File: src/sv/byte_recurrence_checksum_unit_macros.svh
// Assertion macros for the byte recurrence checksum unit.
`ifndef BYTE_RECURRENCE_CHECKSUM_UNIT_MACROS_SVH
`define BYTE_RECURRENCE_CHECKSUM_UNIT_MACROS_SVH

// Implication checked on every clock edge, held off during reset.
`define BRC_ASSERT_IMPL(label, cond, prop, msg) \
    label: assert property (@(posedge clk) disable iff (!rst_n) (cond) |-> (prop)) \
        else $error(msg);

// Next-cycle implication, held off during reset.
`define BRC_ASSERT_NEXT(label, cond, prop, msg) \
    label: assert property (@(posedge clk) disable iff (!rst_n) (cond) |=> (prop)) \
        else $error(msg);

`endif

File: src/sv/brc_pkg.sv
// Constants shared by the byte recurrence checksum unit.
package brc_pkg;

    localparam int unsigned BYTE_W = 8;
    localparam int unsigned TERM_W = 16;
    localparam int unsigned PROD_A_W = 25;   // 9-bit factor times 16-bit term
    localparam int unsigned PROD_B_W = 24;   // 8-bit factor times 16-bit term
    localparam int unsigned DIFF_W = 27;     // biased difference before the fold

    localparam logic [BYTE_W-1:0] ALPHA_MULT = 8'd17;
    localparam logic [BYTE_W-1:0] BETA_MULT = 8'd31;
    localparam logic [TERM_W-1:0] FIRST_OFFSET = 16'd7;
    localparam logic [TERM_W-1:0] FIRST_PREV = 16'd1;
    localparam logic [BYTE_W-1:0] FIRST_INDEX = 8'd1;
    localparam logic [TERM_W-1:0] MOD_VALUE = 16'hFFFF;
    // 512 * 65535: a multiple of the modulus above any subtrahend
    localparam logic [DIFF_W-1:0] MOD_BIAS = 27'd33553920;

endpackage

File: src/sv/byte_recurrence_checksum_unit.sv
// Top level of the byte recurrence checksum unit.
// Takes one message byte per cycle, back to back, and emits one 16-bit checksum
// from the output register once the byte flagged last_byte is accepted. Each byte
// is held in an input register and then folded into the recurrence: two small
// multipliers, a biased subtract and an end-around fold mod 65535 feed the
// current/previous term registers directly, so this state update sets the rate of
// one byte per cycle when nothing stalls. A non-last byte keeps flowing while a checksum
// waits in the output register; only a last byte stalls behind an unread result.
`include "byte_recurrence_checksum_unit_macros.svh"

module byte_recurrence_checksum_unit
(
    input  logic        clk,
    input  logic        rst_n,
    input  logic        in_valid,
    output logic        in_ready,
    input  logic [7:0]  data_byte,
    input  logic        last_byte,
    output logic        out_valid,
    input  logic        out_ready,
    output logic [15:0] checksum
);

    // input register
    logic                             in_valid_reg;
    logic [brc_pkg::BYTE_W-1:0]       in_byte_reg;
    logic                             in_last_reg;

    // recurrence state
    logic [brc_pkg::TERM_W-1:0]       current_term_reg, current_term_next;
    logic [brc_pkg::TERM_W-1:0]       previous_term_reg, previous_term_next;
    logic [brc_pkg::BYTE_W-1:0]       byte_index_reg, byte_index_next;
    logic                             expect_first_reg, expect_first_next;

    // output register
    logic                             out_valid_reg;
    logic [brc_pkg::TERM_W-1:0]       checksum_reg;

    logic                             out_free;
    logic                             fire;

    logic [brc_pkg::BYTE_W-1:0]       alpha;
    logic [brc_pkg::BYTE_W-1:0]       beta;
    logic [brc_pkg::BYTE_W:0]         byte_sum;
    logic [brc_pkg::PROD_A_W-1:0]     prod_a;
    logic [brc_pkg::PROD_B_W-1:0]     prod_b;
    logic                             diff_neg;
    logic [brc_pkg::DIFF_W-1:0]       diff_biased;
    logic [brc_pkg::TERM_W:0]         fold_1;
    logic [brc_pkg::TERM_W:0]         fold_2;
    logic [brc_pkg::TERM_W-1:0]       new_term;

    // handshake: a last byte needs room in the output register
    assign out_free = !out_valid_reg || out_ready;
    assign fire = in_valid_reg && (!in_last_reg || out_free);
    assign in_ready = !in_valid_reg || fire;

    // next term: ((b + alpha) * cur - beta * prev) mod 2^64, then mod 65535
    always_comb
    begin
        alpha = brc_pkg::BYTE_W'(byte_index_reg * brc_pkg::ALPHA_MULT);
        beta = brc_pkg::BYTE_W'(byte_index_reg * brc_pkg::BETA_MULT);
        byte_sum = {1'b0, in_byte_reg} + {1'b0, alpha};
        prod_a = brc_pkg::PROD_A_W'(byte_sum) * brc_pkg::PROD_A_W'(current_term_reg);
        prod_b = brc_pkg::PROD_B_W'(beta) * brc_pkg::PROD_B_W'(previous_term_reg);
        // a negative difference wraps through 2^64, which is 1 mod 65535
        diff_neg = prod_a < brc_pkg::PROD_A_W'(prod_b);
        diff_biased = brc_pkg::DIFF_W'(prod_a) + brc_pkg::MOD_BIAS
                    - brc_pkg::DIFF_W'(prod_b) + brc_pkg::DIFF_W'(diff_neg);
        // 2^16 is 1 mod 65535: fold the high part back in twice
        fold_1 = {1'b0, diff_biased[brc_pkg::TERM_W-1:0]}
               + (brc_pkg::TERM_W+1)'(diff_biased[brc_pkg::DIFF_W-1:brc_pkg::TERM_W]);
        fold_2 = {1'b0, fold_1[brc_pkg::TERM_W-1:0]}
               + (brc_pkg::TERM_W+1)'(fold_1[brc_pkg::TERM_W]);
        if (fold_2[brc_pkg::TERM_W-1:0] == brc_pkg::MOD_VALUE)
        begin
            new_term = '0;
        end
        else
        begin
            new_term = fold_2[brc_pkg::TERM_W-1:0];
        end
    end

    // state update for one byte
    always_comb
    begin
        current_term_next = current_term_reg;
        previous_term_next = previous_term_reg;
        byte_index_next = byte_index_reg;
        expect_first_next = expect_first_reg;
        if (fire)
        begin
            if (expect_first_reg)
            begin
                current_term_next = brc_pkg::TERM_W'(in_byte_reg) + brc_pkg::FIRST_OFFSET;
                previous_term_next = brc_pkg::FIRST_PREV;
                byte_index_next = brc_pkg::FIRST_INDEX;
            end
            else
            begin
                current_term_next = new_term;
                previous_term_next = current_term_reg;
                byte_index_next = byte_index_reg + 8'd1;
            end
            expect_first_next = in_last_reg;
        end
    end

    // input register
    always_ff @(posedge clk or negedge rst_n)
    begin
        if (!rst_n)
        begin
            in_valid_reg <= 1'b0;
        end
        else if (in_ready)
        begin
            in_valid_reg <= in_valid;
        end
    end

    always_ff @(posedge clk)
    begin
        if (in_valid && in_ready)
        begin
            in_byte_reg <= data_byte;
            in_last_reg <= last_byte;
        end
    end

    // recurrence state registers
    always_ff @(posedge clk or negedge rst_n)
    begin
        if (!rst_n)
        begin
            current_term_reg <= '0;
            previous_term_reg <= '0;
            byte_index_reg <= '0;
            expect_first_reg <= 1'b1;
        end
        else
        begin
            current_term_reg <= current_term_next;
            previous_term_reg <= previous_term_next;
            byte_index_reg <= byte_index_next;
            expect_first_reg <= expect_first_next;
        end
    end

    // output register
    always_ff @(posedge clk or negedge rst_n)
    begin
        if (!rst_n)
        begin
            out_valid_reg <= 1'b0;
        end
        else if (fire && in_last_reg)
        begin
            out_valid_reg <= 1'b1;
        end
        else if (out_ready)
        begin
            out_valid_reg <= 1'b0;
        end
    end

    always_ff @(posedge clk)
    begin
        if (fire && in_last_reg)
        begin
            checksum_reg <= current_term_next;
        end
    end

    assign out_valid = out_valid_reg;
    assign checksum = checksum_reg;

    // checks
    `BRC_ASSERT_NEXT(a_last_gives_result, fire && in_last_reg, out_valid_reg && expect_first_reg,
        "last byte did not produce a checksum and rearm")
    `BRC_ASSERT_NEXT(a_first_byte_init, fire && expect_first_reg,
        previous_term_reg == brc_pkg::FIRST_PREV && byte_index_reg == brc_pkg::FIRST_INDEX,
        "first byte did not initialize the recurrence")
    `BRC_ASSERT_IMPL(a_term_reduced, !expect_first_reg, current_term_reg != brc_pkg::MOD_VALUE,
        "current term not reduced mod 65535")
    `BRC_ASSERT_IMPL(a_last_waits, in_valid_reg && in_last_reg && out_valid_reg && !out_ready,
        !fire, "last byte processed while the output register was full")

endmodule

File: config.mk
export PLATFORM = sky130hd
export DESIGN_NAME = byte_recurrence_checksum_unit
export DESIGN_NICKNAME = d
export VERILOG_FILES = /design/src/sv/brc_pkg.sv /design/src/sv/byte_recurrence_checksum_unit.sv
export VERILOG_INCLUDE_DIRS = /design/src /design/src/sv
export SDC_FILE = /design/constraint.sdc
export NUM_CORES = 1
export LEC_CHECK = 0
export ABC_AREA = 1
export ABC_CLOCK_PERIOD_IN_PS = 44100
export BUFFER_PORTS_ARGS = -buffer_cell sky130_fd_sc_hd__buf_2
export CAP_MARGIN = 20
export CORE_MARGIN = 1.5
export CORE_UTILIZATION = 70
export DETAILED_ROUTE_END_ITERATION = 8
export PLACE_DENSITY_LB_ADDON = 0.12
export REMOVE_ABC_BUFFERS = 1
export SLEW_MARGIN = 10
export SYNTH_ARGS = -nofsm -noshare
export SYNTH_HDL_FRONTEND = slang
export SYNTH_SLANG_ARGS = --single-unit
File: constraint.sdc
create_clock -name clk -period 44.1 [get_ports clk]
set_clock_uncertainty 0.2 [all_clocks]
set_input_delay 4.41 -clock clk [delete_from_list [all_inputs] [get_ports clk]]
set_output_delay 4.41 -clock clk [all_outputs]
set_load 0.02 [all_outputs]
==> impl_metrics.csv, run 1 <==
group,metric,value,unit
status,run_status,"finished, final reports clean",
sta,period_needed,16.65,ns
logic_synthesis,syn-instance-count,2017,
clock_network,clock_tree_from_tritoncts,"done",
detailed_routing,route.detailed.wl_per_inst,17.5,um
logic_synthesis,synth-simple-area-share,0.207,
clock_network,cts_setup_buffers,0,
logic_synthesis,yosys_most_used_dff,"sky130_fd_sc_hd__dfrtp_1",
floorplanning,die_area,22500,sq um
logic_synthesis,yosysTopAreaCell,"sky130_fd_sc_hd__fa_1",
logic_synthesis,post_synth_xor_area_fraction,0.0411,
logic_synthesis,yosysWarnings,0,
detailed_routing,route.top_layer_used,"met4",
detailed_routing,drt_drc_violations_left,0,
logic_synthesis,synth_seq_cells,68,
layout,layout-area-overhead-vs-synth,4.97,%
logic_synthesis,post_synth_instance_area,15100,sq um
logic_synthesis,synth_mux_area_frac,0,
logic_synthesis,synth_enable_flop_cells,25,
layout,layout.cells.most_common,"sky130_fd_sc_hd__inv_1",
logic_synthesis,async_reset_ff_frac,0.632,
floorplanning,chipHeight,150,um
logic_synthesis,synth.area.top_cells,"sky130_fd_sc_hd__fa_1, sky130_fd_sc_hd__ha_1, sky130_fd_sc_hd__inv_1",
sta,final_hold_viol_count,0,
critical_path,crit_path_max_fanout,24,
sta,slew_headroom,0.434,
layout,drive_above_1_share,0.0502,
layout,finalCoreUtilization,0.753,
critical_path,termination_of_the_worst_setup_path,"checksum[11]",
clock_network,clock_insertion_delay_worst_skew,0.35,ns
floorplanning,io-pin-count,31,
critical_path,timing.setup.critical_path_class,"flip-flop to flip-flop",
layout,mostFrequentLayoutCells,"sky130_fd_sc_hd__inv_1, sky130_fd_sc_hd__nand2_1, sky130_fd_sc_hd__fa_1",
critical_path,timing.rr.end,"checksum[11]",
worst_hold_path,hold-path-cell-count,1,
clock_network,cts.reportedPaths.clkPinSlew,0.06,ns
placement,gp_congestion,0.964,
logic_synthesis,synth_compound_gate_area_share,0.0738,
critical_path,critical-path-slowest-cell,"sky130_fd_sc_hd__dfrtp_1",
placement,io_buffers,30,
detailed_routing,vias_per_cell,5.70,
clock_network,h-tree-depth,3,
floorplanning,horizontal_die_dimension,150,um
detailed_routing,via_count,13100,
logic_synthesis,mean_post_synth_cell_area,7.50,sq um
sta,setup_tns,0,ns
detailed_routing,met2_wirelength,18300,um
critical_path,reg2regPathDepth,84,
floorplanning,std_cell_rows,53,
detailed_routing,drt_iter0_drc,1172,
critical_path,critical_path.startpoint_type,"flip-flop",
detailed_routing,detail-route-antenna-nets,0,
global_routing,grt_util_all_layers,0.373,
sta,fin_crit_sh,0.378,
worst_hold_path,hold_path_class,"flip-flop to flip-flop",
detailed_routing,drt-pass1-iter-count,6,
global_routing,global_route_congestion_overflow_total,0,
logic_synthesis,synth_top_family_by_area,"adder cells",
critical_path,worst_path_required,43.96,ns
critical_path,critical_path.most_common_cell,"sky130_fd_sc_hd__nand2_1",
detailed_routing,wirelength,40300,um
layout,nNetsFinal,2429,
global_routing,first_global_vias,12800,
clock_network,cts-buffers-inserted,9,
placement,hpwl,33500,um
detailed_routing,wire_length_the_detailed_router_placed_on_met1,16600,um
sta,fmax,60.0,MHz
clock_network,count_of_instances_resized_after_the_clock_tree_is_built,0,
logic_synthesis,synth_seq_area_share,0.121,
critical_path,regToRegStartpoint,"byte_index_reg[0]",
critical_path,r2r_slack,27.45,ns
critical_path,worst_setup_path_end_kind,"flip-flop",
sta,setup_repair_after_global_routing_missed_its_margin,"false",
sta,slew_violations,0,
global_routing,antenna_violations_before_repair,0,
global_routing,grt_first_pass_wirelength,64100,um
global_routing,grt_max_degree,44,
clock_network,cts_root_buf,"sky130_fd_sc_hd__clkbuf_16",
logic_synthesis,synthAdderAreaFrac,0.422,
logic_synthesis,netlist-cell-type-count,49,
clock_network,clock-sinks,68,
critical_path,critical-path-max-stage-delay,0.90,ns
flow_run,maxCapViolations,0,
detailed_routing,met3_wirelength,3740,um
critical_path,crit_start,"byte_index_reg[0]",
sta,total_of_endpoints_with_negative_setup_slack_in_the_final_report,0,
floorplanning,core_region_area,21100,sq um
clock_network,cts_buffer_depth,2,
critical_path,timing.critical_path.arrival,16.51,ns
logic_synthesis,synth_largest_type_area_fraction,0.266,
layout,n_antenna_cell,0,
clock_network,cts_hold_buf,0,
sta,worst_pin_slew,0.848,ns
floorplanning,initial_core_util,0.717,
==> synthesized netlist by cell type, types with 4 or more instances <==
cell type,n
sky130_fd_sc_hd__a21boi_0,8
sky130_fd_sc_hd__a21o_1,4
sky130_fd_sc_hd__a21oi_1,83
sky130_fd_sc_hd__a21oi_2,5
sky130_fd_sc_hd__a31oi_1,7
sky130_fd_sc_hd__clkbuf_1,30
sky130_fd_sc_hd__dfrtp_1,42
sky130_fd_sc_hd__edfxtp_1,25
sky130_fd_sc_hd__fa_1,201
sky130_fd_sc_hd__ha_1,189
sky130_fd_sc_hd__inv_1,497
sky130_fd_sc_hd__nand2_1,434
sky130_fd_sc_hd__nand2_2,13
sky130_fd_sc_hd__nand3_1,65
sky130_fd_sc_hd__nand3_2,9
sky130_fd_sc_hd__nand4_1,20
sky130_fd_sc_hd__nor2_1,175
sky130_fd_sc_hd__nor2_2,11
sky130_fd_sc_hd__nor3_1,8
sky130_fd_sc_hd__o21ai_0,44
sky130_fd_sc_hd__o21ai_1,10
sky130_fd_sc_hd__o21bai_1,7
sky130_fd_sc_hd__o22ai_1,15
sky130_fd_sc_hd__or2_2,7
sky130_fd_sc_hd__xnor2_1,30
sky130_fd_sc_hd__xor2_1,41
==> how the worst min path moves through the flow <==
stage                              to              start  slack, ns
floorplan           byte_index_reg[7]  byte_index_reg[7]       0.29
global placement            out_valid          out_valid       0.32
detailed placement  byte_index_reg[7]  byte_index_reg[7]       0.34
CTS                 byte_index_reg[7]  byte_index_reg[7]       0.35
global route        byte_index_reg[7]  byte_index_reg[7]       0.37
finish              byte_index_reg[7]  byte_index_reg[7]       0.35
==> layer usage <==
layer,global-route usage,vias up
li1,-,6131
met2,0.589,618
met4,0.151,0
met1,0.514,6269
met3,0.0570,122
met5,0,-
==> cell families (layout without fill, tap and decap cells) <==
kind of cell,count (synthesis),in the layout
and+or+nand+nor,753,753
buffers and inverters,539,553
adders and majority gates,390,390
AOI/OAI and AO/OA,196,196
xor gates and xnor gates,71,71
DFF,68,68
==> through the flow <==
stage	hold WS, ns	std cells	setup slack [ns]	area, sq um
after floorplan	0.292	1981	29.58	15000
after global placement	0.321	2289	28.19	15500
after detailed placement	0.340	2289	27.70	15500
after CTS	0.349	2305	27.64	15900
after global routing	0.365	2306	26.17	15900
final	0.350	2306	27.45	15900
==> cell type report <==
class | instances | area, sq um
clock buffer | 12 | 279
clock inverter | 4 | 76.3
fill | 1664 | 5210
inverter | 503 | 1890
multi-input combinational | 1410 | 11300
sequential | 68 | 1830
tap | 275 | 344
timing repair buffer | 34 | 200
==> critical path, delay by kind of cell (launching register included) <==
family / cells / cell delay (ns)
simple gates: 36 / 4.03
flops: 1 / 0.90
fa+ha+maj: 16 / 5.94
buf+inv: 11 / 0.98
compound gates: 18 / 3.60
xor+xnor: 3 / 0.71
Power of run 1 is left out: the tool's default activity adds up to more than one toggle a clock period on the data nets, which glitch-free logic cannot reach.
==> run 2: changes to the inputs <==
--- a/config.mk
+++ b/config.mk
@@ -7,11 +7,11 @@
 export NUM_CORES = 1
 export LEC_CHECK = 0
 export ABC_AREA = 1
-export ABC_CLOCK_PERIOD_IN_PS = 44100
+export ABC_CLOCK_PERIOD_IN_PS = 15500
 export BUFFER_PORTS_ARGS = -buffer_cell sky130_fd_sc_hd__buf_2
 export CAP_MARGIN = 20
 export CORE_MARGIN = 1.5
-export CORE_UTILIZATION = 70
+export CORE_UTILIZATION = 66
 export DETAILED_ROUTE_END_ITERATION = 8
 export PLACE_DENSITY_LB_ADDON = 0.12
 export REMOVE_ABC_BUFFERS = 1
==> constraint.sdc (replaced) <==
create_clock -name clk -period 15.5 [get_ports clk]
set_clock_uncertainty 0.2 [all_clocks]
set_input_delay 1.55 -clock clk [delete_from_list [all_inputs] [get_ports clk]]
set_output_delay 1.55 -clock clk [all_outputs]
set_load 0.02 [all_outputs]
==> run 2 against run 1 <==
Via count fell by 0.56%. Register-to-register slack got worse by 27 ns. Flip-flop and latch count did not move. Global-route usage fell by 2.3 points. Highest routed layer unchanged.
==> impl_metrics.csv, run 2 (synthesized netlist as in run 1, its figures left out) <==
group,metric,value,unit
clock_network,cts.reportedPaths.clkPinSlew,0.06,ns
worst_hold_path,hold-path-cell-count,2,
floorplanning,horizontal_die_dimension,154,um
clock_network,cts-buffers-inserted,9,
sta,total_of_endpoints_with_negative_setup_slack_in_the_final_report,0,
layout,mostFrequentLayoutCells,"sky130_fd_sc_hd__inv_1, sky130_fd_sc_hd__nand2_1, sky130_fd_sc_hd__fa_1",
detailed_routing,via_count,13100,
sta,fin_crit_sh,0.950,
flow_run,maxCapViolations,0,
sta,slew_headroom,0.485,
placement,hpwl,33300,um
clock_network,cts_buffer_depth,2,
critical_path,worst_path_required,15.38,ns
critical_path,reg2regPathDepth,85,
critical_path,critical_path.startpoint_type,"flip-flop",
floorplanning,io-pin-count,31,
critical_path,timing.critical_path.arrival,14.61,ns
detailed_routing,drt_iter0_drc,909,
global_routing,grt_util_all_layers,0.349,
detailed_routing,drt-pass1-iter-count,5,
critical_path,worst_setup_path_end_kind,"flip-flop",
layout,area.sequential,1830,sq um
detailed_routing,drt_drc_violations_left,0,
layout,area_of_combinational_cells_with_multiple_inputs,11500,sq um
floorplanning,std_cell_rows,55,
placement,gp_congestion,0.952,
detailed_routing,wire_length_the_detailed_router_placed_on_met1,16000,um
global_routing,global_route_congestion_overflow_total,0,
sta,worst_pin_slew,0.768,ns
sta,fmax,67.9,MHz
floorplanning,chipHeight,154,um
status,run_status,"finished, final reports clean",
detailed_routing,met2_wirelength,18800,um
detailed_routing,wirelength,40000,um
critical_path,critical_path.most_common_cell,"sky130_fd_sc_hd__nand2_1",
layout,drive_above_1_share,0.0808,
floorplanning,die_area,23800,sq um
critical_path,r2r_slack,0.77,ns
layout,final_cell_count_no_fill,2339,
clock_network,cts_root_buf,"sky130_fd_sc_hd__clkbuf_16",
detailed_routing,route.detailed.wl_per_inst,17.1,um
placement,io_buffers,30,
layout,layout.cells.most_common,"sky130_fd_sc_hd__inv_1",
critical_path,critical-path-slowest-cell,"sky130_fd_sc_hd__fa_1",
detailed_routing,route.top_layer_used,"met4",
global_routing,grt_first_pass_wirelength,64700,um
layout,layout-area-overhead-vs-synth,7.18,%
floorplanning,core_region_area,22600,sq um
floorplanning,initial_core_util,0.670,
layout,nNetsFinal,2452,
critical_path,timing.setup.critical_path_class,"flip-flop to flip-flop",
sta,final_hold_viol_count,0,
global_routing,antenna_violations_before_repair,0,
sta,slew_violations,0,
clock_network,clock_insertion_delay_worst_skew,0.35,ns
global_routing,grt_max_degree,44,
sta,period_needed,14.73,ns
layout,n_antenna_cell,0,
clock_network,cts_hold_buf,0,
global_routing,first_global_vias,13100,
layout,fillers,1829,
placement,dp.cells,2313,
clock_network,clock_tree_from_tritoncts,"done",
detailed_routing,detail-route-antenna-nets,0,
clock_network,clock-sinks,68,
detailed_routing,met3_wirelength,3670,um
critical_path,crit_path_max_fanout,7,
clock_network,h-tree-depth,3,
detailed_routing,vias_per_cell,5.59,
worst_hold_path,hold_path_class,"flip-flop to flip-flop",
critical_path,critical-path-max-stage-delay,0.56,ns
## run 2: stage by stage
step | TNS, ns | hold slack (ns) | instance area, sq um | util | setup slack (ns)
global placement | 0 | 0.327 | 15600 | 0.692 | 0.221
detailed placement | -4.45 | 0.320 | 15600 | 0.692 | -0.265
CTS | 0 | 0.343 | 15900 | 0.706 | 0.0447
global route | -2.59 | 0.373 | 16200 | 0.718 | -0.195
finish | 0 | 0.338 | 16200 | 0.718 | 0.773
floorplan | 0 | 0.292 | 15000 | - | 0.978
## run 2: area by class of cell
type,instances,share of cell area
flip-flops and latches,68,0.113
well taps,285,0.0220
clock inverters,6,0.00401
repair buffers,56,0.0223
multi-input cells,1411,0.708
clock buffers,10,0.0141
inverters,503,0.117
## run 2: final timing paths
check,startpoint,endpoint
worst max-delay path,byte_index_reg[2],checksum[13]
worst min-delay path,out_valid,out_valid
worst max register to register,byte_index_reg[2],checksum[13]
worst min register to register,out_valid,out_valid
max in group asynchronous,rst_n,expect_first_reg
min in group asynchronous,rst_n,previous_term_reg[10]
## run 2: per-layer routing
layer | up-vias | global-route usage
met2 | 506 | 0.568
met4 | 0 | 0.135
met5 | - | 0
li1 | 6175 | -
met3 | 90 | 0.0849
met1 | 6296 | 0.453
## run 2: worst max-delay path, delay by kind of cell, from the launching register on
family	cells	cell delay, ns
AO/OA/AOI/OAI	16	2.50
XOR/XNOR	3	0.52
AND/OR/NAND/NOR	37	3.72
buffers and inverters	13	1.04
flip-flops	1	0.43
adder cells (fa/ha/maj)	16	6.01
## run 2: repair_timing
action | 4_1_cts | 5_1_grt
endpoints found under the setup margin | 30 | 32
pin swaps | 0 | 17
resized for setup | 5 | 54
cloned | 0 | 1
setup buffers | 0 | 8
Power of run 2 is left out for the same reason.
==> run 3: changes to the inputs <==
--- a/config.mk
+++ b/config.mk
@@ -7,14 +7,13 @@
 export NUM_CORES = 1
 export LEC_CHECK = 0
 export ABC_AREA = 1
-export ABC_CLOCK_PERIOD_IN_PS = 15500
+export ABC_CLOCK_PERIOD_IN_PS = 13790
 export BUFFER_PORTS_ARGS = -buffer_cell sky130_fd_sc_hd__buf_2
 export CAP_MARGIN = 20
 export CORE_MARGIN = 1.5
 export CORE_UTILIZATION = 66
 export DETAILED_ROUTE_END_ITERATION = 8
 export PLACE_DENSITY_LB_ADDON = 0.12
-export REMOVE_ABC_BUFFERS = 1
 export SLEW_MARGIN = 10
 export SYNTH_ARGS = -nofsm -noshare
 export SYNTH_HDL_FRONTEND = slang
==> constraint.sdc (replaced) <==
create_clock -name clk -period 13.79 [get_ports clk]
set_clock_uncertainty 0.2 [all_clocks]
set_input_delay 1.379 -clock clk [delete_from_list [all_inputs] [get_ports clk]]
set_output_delay 1.379 -clock clk [all_outputs]
set_load 0.02 [all_outputs]
==> run 3 against run 2 <==
The run now ends with setup timing left. Worst hold slack better by 0.0018 ns. Worst setup slack worse by 1.5 ns. Count of clock-buffer cells in the layout is the same. Maximum frequency increased by 1.3%. Flip-flop and latch count stayed put. Via count rose by 13%. Register-to-register slack got worse by 1.5 ns. Largest cell class unchanged. Routed wire length up 18%. Global-route usage is 3.6 points higher. Non-clock buffer count rose by 219. Die area did not move. Critical path type unchanged.
==> impl_metrics.csv, run 3 (synthesized netlist as in run 1, its figures left out) <==
group,metric,value,unit
clock_network,cts_buffer_depth,2,
global_routing,first_global_vias,15000,
worst_hold_path,holdPathEnd,"byte_index_reg[7]",
sta,slew_violations,0,
detailed_routing,via_count,14800,
floorplanning,chipHeight,154,um
status,failed_checks,"setup timing",
critical_path,critical_path.startpoint_type,"flip-flop",
detailed_routing,route.detailed.wl_per_inst,18.5,um
critical_path,cpLargestDelayFamily,"adder cells",
clock_network,clock-sinks,68,
clock_network,cts_hold_buf,0,
worst_hold_path,min_from,"byte_index_reg[7]",
worst_hold_path,hold-path-cell-count,1,
floorplanning,horizontal_die_dimension,154,um
global_routing,grt_util_met2,0.664,
sta,fmax,68.8,MHz
sta,timing.final.ws_setup,-0.747,ns
clock_network,cts.reportedPaths.clkPinSlew,0.07,ns
critical_path,r2r_slack,-0.75,ns
clock_network,clock_tree_from_tritoncts,"done",
sta,setup_repair_after_global_routing_missed_its_margin,"true",
layout,n_antenna_cell,0,
critical_path,timing.critical_path.arrival,14.42,ns
clock_network,cts_root_buf,"sky130_fd_sc_hd__clkbuf_16",
detailed_routing,drt_iter0_drc,1210,
global_routing,grt_max_degree,44,
layout,drive_above_1_share,0.209,
sta,setup_tns,-20.11,ns
global_routing,global_route.usage.met3,0.0608,
placement,gp_congestion,0.983,
detailed_routing,vias_per_cell,5.78,
global_routing,global_route_congestion_overflow_total,0,
status,run_status,"finished with violations",
critical_path,crit_path_max_fanout,7,
critical_path,worst_setup_path_end_kind,"flip-flop",
sta,slew_headroom,0.460,
clock_network,clock_insertion_delay_worst_skew,0.36,ns
detailed_routing,wirelength,47300,um
layout,nNetsFinal,2670,
sta,hold-worst-slack,0.340,ns
critical_path,worst_path_required,13.68,ns
sta,period_needed,14.54,ns
critical_path,reg2regPathDepth,88,
placement,io_buffers,30,
floorplanning,io-pin-count,31,
global_routing,grt_first_pass_wirelength,71900,um
floorplanning,die_area,23800,sq um
sta,fin_crit_sh,1.05,
critical_path,critical-path-max-stage-delay,0.56,ns
detailed_routing,drt_drc_violations_left,0,
sta,total_of_endpoints_with_negative_setup_slack_in_the_final_report,32,
sta,final_hold_viol_count,0,
layout,mostFrequentLayoutCells,"sky130_fd_sc_hd__inv_1, sky130_fd_sc_hd__nand2_1, sky130_fd_sc_hd__buf_4",
critical_path,timing.rr.end,"checksum[10]",
global_routing,grt_util_met1,0.481,
global_routing,grt_util_all_layers,0.386,
layout,layout-area-overhead-vs-synth,21.9,%
detailed_routing,detail-route-antenna-nets,0,
sta,worst_pin_slew,0.809,ns
floorplanning,std_cell_rows,55,
clock_network,h-tree-depth,3,
worst_hold_path,hold_path_class,"flip-flop to flip-flop",
layout,finalCoreUtilization,0.817,
flow_run,maxCapViolations,0,
layout,layout.cells.most_common,"sky130_fd_sc_hd__inv_1",
floorplanning,initial_core_util,0.670,
critical_path,critical-path-slowest-cell,"sky130_fd_sc_hd__fa_1",
global_routing,global_route.peak_usage_layer,"met2",
logic_synthesis,synth_nets,2420,
clock_network,cts-buffers-inserted,9,
layout,fillers,1410,
global_routing,antenna_violations_before_repair,0,
critical_path,critical_path.most_common_cell,"sky130_fd_sc_hd__inv_1",
placement,hpwl,35000,um
floorplanning,core_region_area,22600,sq um
critical_path,regToRegStartpoint,"byte_index_reg[1]",
critical_path,critPathBufInv,16,
critical_path,timing.setup.critical_path_class,"flip-flop to flip-flop",
detailed_routing,drt-pass1-iter-count,6,
==> run 3: worst max path at each step <==
stage                           start      endpoint  slack [ns]  depth (start not counted)
floorplan           byte_index_reg[0]   checksum[0]      0.0004                         86
detailed placement  byte_index_reg[1]   checksum[8]       -0.71                         87
finish              byte_index_reg[1]  checksum[10]       -0.75                         88
CTS                 byte_index_reg[0]   checksum[8]      -0.009                         86
global route        byte_index_reg[1]  checksum[10]       -1.41                         88
global placement    byte_index_reg[1]   checksum[8]       -0.22                         86
==> run 3: per-stage QoR <==
stage	worst slack (ns)	area, sq um	cells
2_1_floorplan	0.000387	15200	2017
3_3_place_gp	-0.221	16700	2455
3_5_place_dp	-0.705	16700	2455
4_1_cts	-0.00900	18000	2540
5_1_grt	-1.41	18500	2557
6_report	-0.747	18500	2557
==> run 3: worst register-to-register path: cells and delay by family (launching register included) <==
family | cells | cell delay (ns)
AND/OR/NAND/NOR | 39 | 3.91
adder cells (fa/ha/maj) | 15 | 5.79
XOR/XNOR | 3 | 0.52
AO/OA/AOI/OAI | 15 | 2.02
flip-flops | 1 | 0.39
buffers and inverters | 16 | 1.43
==> run 3: timing repair <==
action                     4_1_cts  5_1_grt
pin swaps                       46       40
setup buffers                   68       17
cloned                           1        0
gates resized for setup         96       82
setup endpoints to repair       32       32
==> run 3: layout make-up <==
| type | count | area (sq um) | share of cell area |
|---|---|---|---|
| clock buffers | 10 | 250 | 0.0136 |
| repair buffers | 275 | 2030 | 0.110 |
| multi-input cells | 1410 | 12000 | 0.651 |
| well taps | 285 | 357 | 0.0193 |
| flip-flops and latches | 68 | 1830 | 0.0992 |
| inverters | 503 | 1900 | 0.103 |
| clock inverters | 6 | 73.8 | 0.00400 |
==> run 3: layer usage <==
| layer | vias up | share of wire | wire [um] |
|---|---|---|---|
| met5 | - | 0 | 0 |
| met4 | 0 | 0.056 | 2650 |
| met3 | 213 | 0.092 | 4330 |
| met2 | 860 | 0.48 | 22600 |
| met1 | 7081 | 0.37 | 17700 |
| li1 | 6614 | - | - |
Power of run 3 is left out for the same reason.
